<file path="src/rtl/core/dlsp_pkg.sv">
// ----------------------------------------------------------------------------
// dlsp_pkg
// Shared types, character codes and helpers for the decimal list sum parser.
// ----------------------------------------------------------------------------
package dlsp_pkg;

  localparam int WordWidth = 32;
  localparam int SumWidth  = 32;

  typedef logic [WordWidth-1:0] word_t;

  // Character codes.
  localparam logic [7:0] CharNul    = 8'h00;
  localparam logic [7:0] CharTab    = 8'h09;
  localparam logic [7:0] CharLf     = 8'h0A;
  localparam logic [7:0] CharVt     = 8'h0B;
  localparam logic [7:0] CharFf     = 8'h0C;
  localparam logic [7:0] CharCr     = 8'h0D;
  localparam logic [7:0] CharSpace  = 8'h20;
  localparam logic [7:0] CharPlus   = 8'h2B;
  localparam logic [7:0] CharComma  = 8'h2C;
  localparam logic [7:0] CharMinus  = 8'h2D;
  localparam logic [7:0] CharZero   = 8'h30;
  localparam logic [7:0] CharNine   = 8'h39;
  localparam logic [7:0] CharEquals = 8'h3D;
  localparam logic [7:0] CharF      = 8'h46;
  localparam logic [7:0] CharI      = 8'h49;
  localparam logic [7:0] CharN      = 8'h4E;

  // Progress of the "FIN" match.
  localparam logic [2:0] FinStart   = 3'd0;
  localparam logic [2:0] FinMatched = 3'd3;
  localparam logic [2:0] FinNoMatch = 3'd4;

  typedef enum logic [2:0] {
    CMD_DIGIT,
    CMD_PLUS,
    CMD_MINUS,
    CMD_BLANK,
    CMD_OTHER,
    CMD_COMMA,
    CMD_TERM
  } cmd_kind_e;

  typedef enum logic [1:0] {
    PH_LEAD,
    PH_SIGN,
    PH_DIGITS,
    PH_REST
  } phase_e;

  typedef struct packed {
    cmd_kind_e   kind;
    logic [3:0]  digit;
    logic        fin;
  } cmd_t;

  function automatic logic [7:0] fin_char(input logic [1:0] idx);
    logic [7:0] ch;
    case (idx)
      2'd0:    ch = CharF;
      2'd1:    ch = CharI;
      default: ch = CharN;
    endcase
    return ch;
  endfunction

  // Sign-extend or truncate the wrapped sum to the output width.
  function automatic logic [SumWidth-1:0] to_out_sum(input word_t s);
    logic signed [WordWidth+SumWidth-1:0] ext;
    ext = (WordWidth+SumWidth)'(signed'(s));
    return ext[SumWidth-1:0];
  endfunction

endpackage

</file>
<file path="src/rtl/core/dlsp_front.sv">
// ----------------------------------------------------------------------------
// dlsp_front
// Accepts bytes, tracks package framing and the "FIN" match, and turns each
// byte that matters into a command for the token engine.
// ----------------------------------------------------------------------------
module dlsp_front (
  input  logic         clk_i,
  input  logic         rst_ni,
  input  logic         byte_valid_i,
  output logic         byte_ready_o,
  input  logic [7:0]   byte_i,
  output logic         cmd_valid_o,
  input  logic         cmd_ready_i,
  output dlsp_pkg::cmd_t cmd_o
);
  import dlsp_pkg::*;

  logic       stopped_q, stopped_d;
  logic       swallow_q, swallow_d;
  logic       zero_seen_q, zero_seen_d;
  logic [2:0] fin_prog_q, fin_prog_d;
  logic       accept;
  logic       push;

  assign byte_ready_o = cmd_ready_i;
  assign accept       = byte_valid_i && cmd_ready_i;
  assign cmd_valid_o  = accept && push;

  always_comb begin
    stopped_d   = stopped_q;
    swallow_d   = swallow_q;
    zero_seen_d = zero_seen_q;
    fin_prog_d  = fin_prog_q;
    push        = 1'b0;
    cmd_o.kind  = CMD_OTHER;
    cmd_o.digit = byte_i[3:0];
    cmd_o.fin   = 1'b0;

    if (accept && !stopped_q) begin
      swallow_d = 1'b0;
      if (swallow_q && byte_i == CharLf) begin
        push = 1'b0;
      end else if (byte_i == CharEquals || byte_i == CharLf) begin
        push        = 1'b1;
        cmd_o.kind  = CMD_TERM;
        cmd_o.fin   = (fin_prog_q == FinMatched);
        stopped_d   = (fin_prog_q == FinMatched);
        fin_prog_d  = FinStart;
        zero_seen_d = 1'b0;
        swallow_d   = 1'b1;
      end else if (zero_seen_q) begin
        push = 1'b0;
      end else if (byte_i == CharNul) begin
        zero_seen_d = 1'b1;
      end else begin
        push = 1'b1;
        if (fin_prog_q < FinMatched && byte_i == fin_char(fin_prog_q[1:0])) begin
          fin_prog_d = fin_prog_q + 3'd1;
        end else begin
          fin_prog_d = FinNoMatch;
        end
        unique case (byte_i) inside
          [CharZero:CharNine]:                        cmd_o.kind = CMD_DIGIT;
          CharPlus:                                   cmd_o.kind = CMD_PLUS;
          CharMinus:                                  cmd_o.kind = CMD_MINUS;
          CharComma:                                  cmd_o.kind = CMD_COMMA;
          CharSpace, CharTab, CharVt, CharFf, CharCr: cmd_o.kind = CMD_BLANK;
          default:                                    cmd_o.kind = CMD_OTHER;
        endcase
      end
    end
  end

  always_ff @(posedge clk_i or negedge rst_ni) begin
    if (!rst_ni) begin
      stopped_q   <= 1'b0;
      swallow_q   <= 1'b0;
      zero_seen_q <= 1'b0;
      fin_prog_q  <= FinStart;
    end else begin
      stopped_q   <= stopped_d;
      swallow_q   <= swallow_d;
      zero_seen_q <= zero_seen_d;
      fin_prog_q  <= fin_prog_d;
    end
  end

endmodule

</file>
<file path="src/rtl/core/dlsp_queue.sv">
// ----------------------------------------------------------------------------
// dlsp_queue
// Two-entry command queue between the front end and the token engine.
// ----------------------------------------------------------------------------
module dlsp_queue (
  input  logic           clk_i,
  input  logic           rst_ni,
  input  logic           push_i,
  output logic           ready_o,
  input  dlsp_pkg::cmd_t cmd_i,
  output logic           valid_o,
  input  logic           pop_i,
  output dlsp_pkg::cmd_t cmd_o
);
  import dlsp_pkg::*;

  cmd_t       entry_q [2];
  logic       wr_ptr_q, wr_ptr_d;
  logic       rd_ptr_q, rd_ptr_d;
  logic [1:0] count_q, count_d;
  logic       do_push, do_pop;

  assign ready_o = (count_q != 2'd2);
  assign valid_o = (count_q != 2'd0);
  assign cmd_o   = entry_q[rd_ptr_q];
  assign do_push = push_i && ready_o;
  assign do_pop  = pop_i && valid_o;

  always_comb begin
    wr_ptr_d = do_push ? !wr_ptr_q : wr_ptr_q;
    rd_ptr_d = do_pop ? !rd_ptr_q : rd_ptr_q;
    count_d  = count_q + 2'(do_push) - 2'(do_pop);
  end

  always_ff @(posedge clk_i) begin
    if (do_push) begin
      entry_q[wr_ptr_q] <= cmd_i;
    end
  end

  always_ff @(posedge clk_i or negedge rst_ni) begin
    if (!rst_ni) begin
      wr_ptr_q <= 1'b0;
      rd_ptr_q <= 1'b0;
      count_q  <= 2'd0;
    end else begin
      wr_ptr_q <= wr_ptr_d;
      rd_ptr_q <= rd_ptr_d;
      count_q  <= count_d;
    end
  end

endmodule

</file>
<file path="src/rtl/core/dlsp_back.sv">
// ----------------------------------------------------------------------------
// dlsp_back
// Token engine: builds token values, accumulates the package sum and holds
// the result register toward the output stream.
// ----------------------------------------------------------------------------
module dlsp_back (
  input  logic                           clk_i,
  input  logic                           rst_ni,
  input  logic                           cmd_valid_i,
  output logic                           cmd_ready_o,
  input  dlsp_pkg::cmd_t                 cmd_i,
  output logic                           res_valid_o,
  input  logic                           res_ready_i,
  output logic [dlsp_pkg::SumWidth-1:0]  res_sum_o,
  output logic                           res_fin_o
);
  import dlsp_pkg::*;

  word_t                sum_q, sum_d;
  word_t                tok_q, tok_d;
  logic                 neg_q, neg_d;
  phase_e               phase_q, phase_d;
  logic                 out_valid_q, out_valid_d;
  logic [SumWidth-1:0]  out_sum_q, out_sum_d;
  logic                 out_fin_q, out_fin_d;
  logic                 out_free;
  logic                 take;
  word_t                tok_signed;
  word_t                sum_closed;
  word_t                tok_times_ten;

  assign out_free    = !out_valid_q || res_ready_i;
  assign cmd_ready_o = (cmd_i.kind != CMD_TERM) || out_free;
  assign take        = cmd_valid_i && cmd_ready_o;

  assign tok_signed    = neg_q ? (~tok_q + word_t'(1)) : tok_q;
  assign sum_closed    = sum_q + tok_signed;
  assign tok_times_ten = (tok_q << 3) + (tok_q << 1) + word_t'(cmd_i.digit);

  always_comb begin
    sum_d       = sum_q;
    tok_d       = tok_q;
    neg_d       = neg_q;
    phase_d     = phase_q;
    out_valid_d = out_valid_q && !res_ready_i;
    out_sum_d   = out_sum_q;
    out_fin_d   = out_fin_q;

    if (take) begin
      if (cmd_i.kind == CMD_COMMA || cmd_i.kind == CMD_TERM) begin
        sum_d   = sum_closed;
        tok_d   = '0;
        neg_d   = 1'b0;
        phase_d = PH_LEAD;
        if (cmd_i.kind == CMD_TERM) begin
          sum_d       = '0;
          out_valid_d = 1'b1;
          out_fin_d   = cmd_i.fin;
          out_sum_d   = cmd_i.fin ? '0 : to_out_sum(sum_closed);
        end
      end else if (phase_q == PH_LEAD && cmd_i.kind == CMD_BLANK) begin
        phase_d = PH_LEAD;
      end else if (phase_q == PH_LEAD &&
                   (cmd_i.kind == CMD_PLUS || cmd_i.kind == CMD_MINUS)) begin
        neg_d   = (cmd_i.kind == CMD_MINUS);
        phase_d = PH_SIGN;
      end else if (phase_q != PH_REST) begin
        if (cmd_i.kind == CMD_DIGIT) begin
          tok_d   = tok_times_ten;
          phase_d = PH_DIGITS;
        end else begin
          phase_d = PH_REST;
        end
      end
    end
  end

  always_ff @(posedge clk_i) begin
    out_sum_q <= out_sum_d;
    out_fin_q <= out_fin_d;
  end

  always_ff @(posedge clk_i or negedge rst_ni) begin
    if (!rst_ni) begin
      sum_q       <= '0;
      tok_q       <= '0;
      neg_q       <= 1'b0;
      phase_q     <= PH_LEAD;
      out_valid_q <= 1'b0;
    end else begin
      sum_q       <= sum_d;
      tok_q       <= tok_d;
      neg_q       <= neg_d;
      phase_q     <= phase_d;
      out_valid_q <= out_valid_d;
    end
  end

  assign res_valid_o = out_valid_q;
  assign res_sum_o   = out_sum_q;
  assign res_fin_o   = out_fin_q;

endmodule

</file>
<file path="src/rtl/core/decimal_list_sum_parser_unit.sv">
// A terminator byte is written into the two-entry command queue, and the token engine
// then takes it from there and registers the package result in its output register.
// Throughput: one byte per cycle; the two-entry command queue absorbs a
// stalled result so the input keeps flowing until the queue fills.
// Reset (rst_ni low, asynchronous) clears the sum, token state, the "FIN"
// match and the stop flag; after a "FIN" package all bytes are dropped.
// ----------------------------------------------------------------------------
// decimal_list_sum_parser_unit
// Parses comma-separated decimal tokens from an ASCII byte stream and emits
// the wrapped sum of each package at its terminator.
// ----------------------------------------------------------------------------
module decimal_list_sum_parser_unit (
  input  logic        clk_i,
  input  logic        rst_ni,
  input  logic        s_axis_tvalid_i,
  output logic        s_axis_tready_o,
  input  logic [7:0]  s_axis_tdata_i,   // [7:0] text_byte
  output logic        m_axis_tvalid_o,
  input  logic        m_axis_tready_i,
  output logic [31:0] m_axis_tdata_o,   // [31:0] package_sum
  output logic        m_axis_tuser_o    // [0] finished
);
  import dlsp_pkg::*;

  cmd_t front_cmd;
  cmd_t queue_cmd;
  logic front_valid;
  logic queue_ready;
  logic queue_valid;
  logic back_ready;

  dlsp_front u_front (
    .clk_i        (clk_i),
    .rst_ni       (rst_ni),
    .byte_valid_i (s_axis_tvalid_i),
    .byte_ready_o (s_axis_tready_o),
    .byte_i       (s_axis_tdata_i),
    .cmd_valid_o  (front_valid),
    .cmd_ready_i  (queue_ready),
    .cmd_o        (front_cmd)
  );

  dlsp_queue u_queue (
    .clk_i   (clk_i),
    .rst_ni  (rst_ni),
    .push_i  (front_valid),
    .ready_o (queue_ready),
    .cmd_i   (front_cmd),
    .valid_o (queue_valid),
    .pop_i   (back_ready),
    .cmd_o   (queue_cmd)
  );

  dlsp_back u_back (
    .clk_i       (clk_i),
    .rst_ni      (rst_ni),
    .cmd_valid_i (queue_valid),
    .cmd_ready_o (back_ready),
    .cmd_i       (queue_cmd),
    .res_valid_o (m_axis_tvalid_o),
    .res_ready_i (m_axis_tready_i),
    .res_sum_o   (m_axis_tdata_o),
    .res_fin_o   (m_axis_tuser_o)
  );

endmodule

</file>
<file path="config.mk">
export PLATFORM = sky130hd
export DESIGN_NAME = decimal_list_sum_parser_unit
export DESIGN_NICKNAME = d
export VERILOG_FILES = /design/src/rtl/core/dlsp_pkg.sv /design/src/rtl/core/dlsp_front.sv /design/src/rtl/core/dlsp_queue.sv /design/src/rtl/core/dlsp_back.sv /design/src/rtl/core/decimal_list_sum_parser_unit.sv
export SDC_FILE = /design/constraint.sdc
export NUM_CORES = 1
export LEC_CHECK = 0
export BUFFER_PORTS_ARGS = -buffer_cell sky130_fd_sc_hd__buf_2
export CORE_MARGIN = 5
export CORE_UTILIZATION = 35
export CTS_CLUSTER_DIAMETER = 50
export DETAILED_ROUTE_END_ITERATION = 16
export PLACE_DENSITY = 0.5
export SYNTH_ARGS = -nofsm -noshare
export SYNTH_HDL_FRONTEND = slang
export SYNTH_SLANG_ARGS = --single-unit
</file>
<file path="constraint.sdc">
create_clock -name clk_i -period 5.68 [get_ports clk_i]
set_clock_uncertainty 0.15 [all_clocks]
set_input_delay 1.136 -clock clk_i [delete_from_list [all_inputs] [get_ports clk_i]]
set_output_delay 1.136 -clock clk_i [all_outputs]
set_load 0.02 [all_outputs]
</file>
==> results.toml <==
[place]
placed_cells_incl_taps = 1356
placed_area_um2 = 9976
detailed_place_hpwl_mm = 17.30
place.gp.congestion = 0.8688
buffers_added_on_ports = 46

[logic_synthesis]
post_synth.cell_area_avg_um2 = 9.450
synth_common_cells = "101 x sky130_fd_sc_hd__ha_1, 91 x sky130_fd_sc_hd__nand2_1, 78 x sky130_fd_sc_hd__dfrtp_1, 70 x sky130_fd_sc_hd__nor2_1, 70 x sky130_fd_sc_hd__o21ai_0"
ys_types = 71
synth.cell_area_um2 = 9374
synthesis.yosys.warnings = 0
mappedNetlistNets = 1108
synth_largest_type_area_fraction_pct = 20.82
synthesis.instances = 992
synthDominantAreaCellType = "sky130_fd_sc_hd__dfrtp_1"
synth-seq-cells = 127
synth_most_common_cell = "sky130_fd_sc_hd__ha_1"
synth.top_cells.by_area = "sky130_fd_sc_hd__dfrtp_1 21%, sky130_fd_sc_hd__edfxtp_1 16%, sky130_fd_sc_hd__ha_1 13%"
ys_async_sr_fraction_pct = 61.42
yosys_most_used_dff = "sky130_fd_sc_hd__dfrtp_1"
synth_enable_flop_cells = 49
synth.yosys.seq_area_share_pct = 36.52

[min_path]
hold_path_end = "u_front.stopped_q"
origin_of_the_worst_min_delay_path = "u_front.stopped_q"
worstHoldPathCells = 1
hp-class = "flop to flop"

[timing]
hold_slack_ps = 314.7
worst-slew-pin-transition_ps = 1015
timing.slew.headroom_pct = 32.35
maxSlewViolCount = 0
setup_violations = 0
timing.final.crit_period_ps = 4933
final.setup.tns_ps = 0
hold_fails_final_rpt = 0
timing.final.crit_share_pct = 86.84
rsz_0062_raised_after_global_routing = "false"
achievable-frequency_mhz = 202.7

[drt]
vias_per_cell = 5.300
post_detailed_route_wirelength_per_cell_um = 16.73
routed_wirelength_mm = 23.22
detail_route.drc_violations = 0
ant_nets = 0
first_pass_iters = 5
drtIter0Drc = 507
dr_total_vias = 7357

[clock_network]
clk_pin_slew_worst_paths_ps = 60
htreeDepth = 4
cts_repair_resize_count = 0
cts_post_setup_buffers_inserted = 0
cts_tree = "done"
cts.path.max_buffers = 2
cts_sinks = 127
hold_buffers = 0
cts-buffers-inserted = 17
cts_root_buffer = "sky130_fd_sc_hd__clkbuf_16"
worstSkewPairLatency_ps = 430

[cells_and_area]
area_growth_pct = 12.81
layoutNonFillerInstCount = 1388
stdcell_area_um2 = 10580
fin_nets = 1150
n_antenna_cell = 0
drive_above_1_share_pct = 11.27

[grt]
wire_length_of_the_first_global_routing_pass_mm = 39.10
number_of_global_route_vias_before_repair = 7370
gr-total-overflow = 0
grt_antenna_before_repair = 0
grt_usage_pct = 15.56
grt_start_max_net_pins = 48

[critical_path]
cp_data_required_time_ps = 5700
worstPathArrival_ps = 4960
setup.reg_to_reg.worst_slack_ps = 750
critPathKind = "flop to flop"
reg2reg_depth = 14
critical_path.reg2reg.endpoint = "u_back.res_sum_o[24]"
r2r_start = "u_back.tok_q[4]"
worst_setup_path_end_kind = "flop"
worstSetupStartpointType = "flop"
critical_path.max_fanout = 8

[floorplanning]
chipHeight_um = 173.7
design.portCount = 47
initial_utilization_pct = 35.17
die_w_um = 173.7
floorplan.die_area_um2 = 30160
core_area_um2 = 26650
fp-row-count = 60

[status]
outcome = "completed"

[power_and_ir_drop]
total_leakage_power_nw = 5.005
power.ir.vdd_worst_uv = 180.8
netSwitchingPower_w = 0.001485
share_seq_of_total_power_pct = 35.1
cellInternalPower_w = 0.002316
share_clk_of_total_power_pct = 30.0
powerDensity_nw_per_um2 = 359.4
comb_power_share_pct = 34.9
power.switching_fraction_pct = 39.06

[job]
drv.max_cap_violation_count = 0
metrics by stage:
stage / utilization, % / total power (W) / worst slack [ps]
final: 39.68 / 0.003801 / 747.3
after global routing: 39.68 / 0.004048 / 432.9
after CTS: 39.68 / 0.003836 / 756.0
after detailed placement: 37.43 / 0.002679 / 764.4
after global placement: 37.43 / 0.002688 / 848.0
after floorplan: - / 0.002302 / 1073
area by class of cell:
| cell class | count | area, um^2 |
|---|---|---|
| tap | 341 | 426.7 |
| timing repair buffer | 54 | 292.8 |
| sequential | 127 | 3423 |
| clock inverter | 15 | 173.9 |
| inverter | 29 | 108.9 |
| multi-input combinational | 805 | 5724 |
| clock buffer | 17 | 425.4 |
| fill | 2615 | 16080 |
placed cells by master (no fill, tap or decap), drive strengths merged, types with 23 or more instances in the layout:
cell type  netlist  routed
and2            23      23
o21ai           73      73
a21o            41      41
xnor2           57      57
xor2            26      26
buf              3      54
ha             101     101
dfrtp           78      78
a22o            27      27
nand2           91      91
nor2            70      70
a21oi           63      63
edfxtp          49      49
inv             29      36
cells by family (layout without fill, tap and decap cells):
logic type / Yosys count / count (layout) / share of synthesized area (%)
xor+xnor: 83 / 83 / 7.755
simple gates: 300 / 300 / 15.79
fa+ha+maj: 104 / 104 / 14.12
compound gates: 307 / 307 / 21.85
buf+inv: 60 / 115 / 2.709
flops: 127 / 127 / 36.52
mux: 11 / 11 / 1.255
flip-flops by register name, summed over array words and instances, names as in the netlist:
register             flops
u_back.neg_q             1
u_back.phase_q           2
u_back.res_fin_o         1
u_back.res_sum_o        32
u_back.res_valid_o       1
u_back.sum_q            32
u_back.tok_q            32
u_front.fin_prog_q       3
u_front.stopped_q        1
u_front.swallow_q        1
u_front.zero_seen_q      1
u_queue.count_q          2
u_queue.entry_q         16
u_queue.rd_ptr_q         1
u_queue.wr_ptr_q         1
routing by layer:
metal  global-route usage (%)  part of all wire (%)  routed length (um)  vias to the layer above
met5                        0                     0                   0                        -
met4                    3.893                  0.90                 210                        0
met3                    2.290                   3.1                 726                       19
met2                    24.40                    44               10190                      120
met1                    22.64                    52               12100                     3454
li1                         -                     -                   -                     3764
worst max path at each step:
stage,start,to,cells after the start
floorplan,u_back.tok_q[4],u_back.res_sum_o[24],15
global placement,u_back.tok_q[4],u_back.res_sum_o[24],14
detailed placement,u_back.tok_q[4],u_back.res_sum_o[24],14
CTS,u_back.tok_q[4],u_back.res_sum_o[24],14
global route,u_back.tok_q[4],u_back.res_sum_o[24],14
finish,u_back.tok_q[4],u_back.res_sum_o[24],14
critical path: stages, from the launching register on:
cell	delay, ps
sky130_fd_sc_hd__dfrtp_1	470
sky130_fd_sc_hd__or4_4	560
sky130_fd_sc_hd__or4_4	480
sky130_fd_sc_hd__or3_2	480
sky130_fd_sc_hd__or3_1	330
sky130_fd_sc_hd__nand2_1	90
sky130_fd_sc_hd__xnor2_1	90
sky130_fd_sc_hd__ha_1	430
sky130_fd_sc_hd__nand2_1	90
sky130_fd_sc_hd__nor2_1	190
sky130_fd_sc_hd__nand3_1	100
sky130_fd_sc_hd__o31ai_1	440
sky130_fd_sc_hd__a21boi_0	240
sky130_fd_sc_hd__o21ai_0	220
sky130_fd_sc_hd__mux2_2	350
power groups by stage:
stage	Sequential, W	Clock (W)	Combinational, W
5_1_grt	0.00136	0.00120	0.00148
3_5_place_dp	0.00135	0	0.00133
4_1_cts	0.00134	0.00117	0.00133
2_1_floorplan	0.00135	0	0.000956
6_report	0.00133	0.00114	0.00133
3_3_place_gp	0.00135	0	0.00134
No activity file was read; power rests on OpenSTA's default activity.
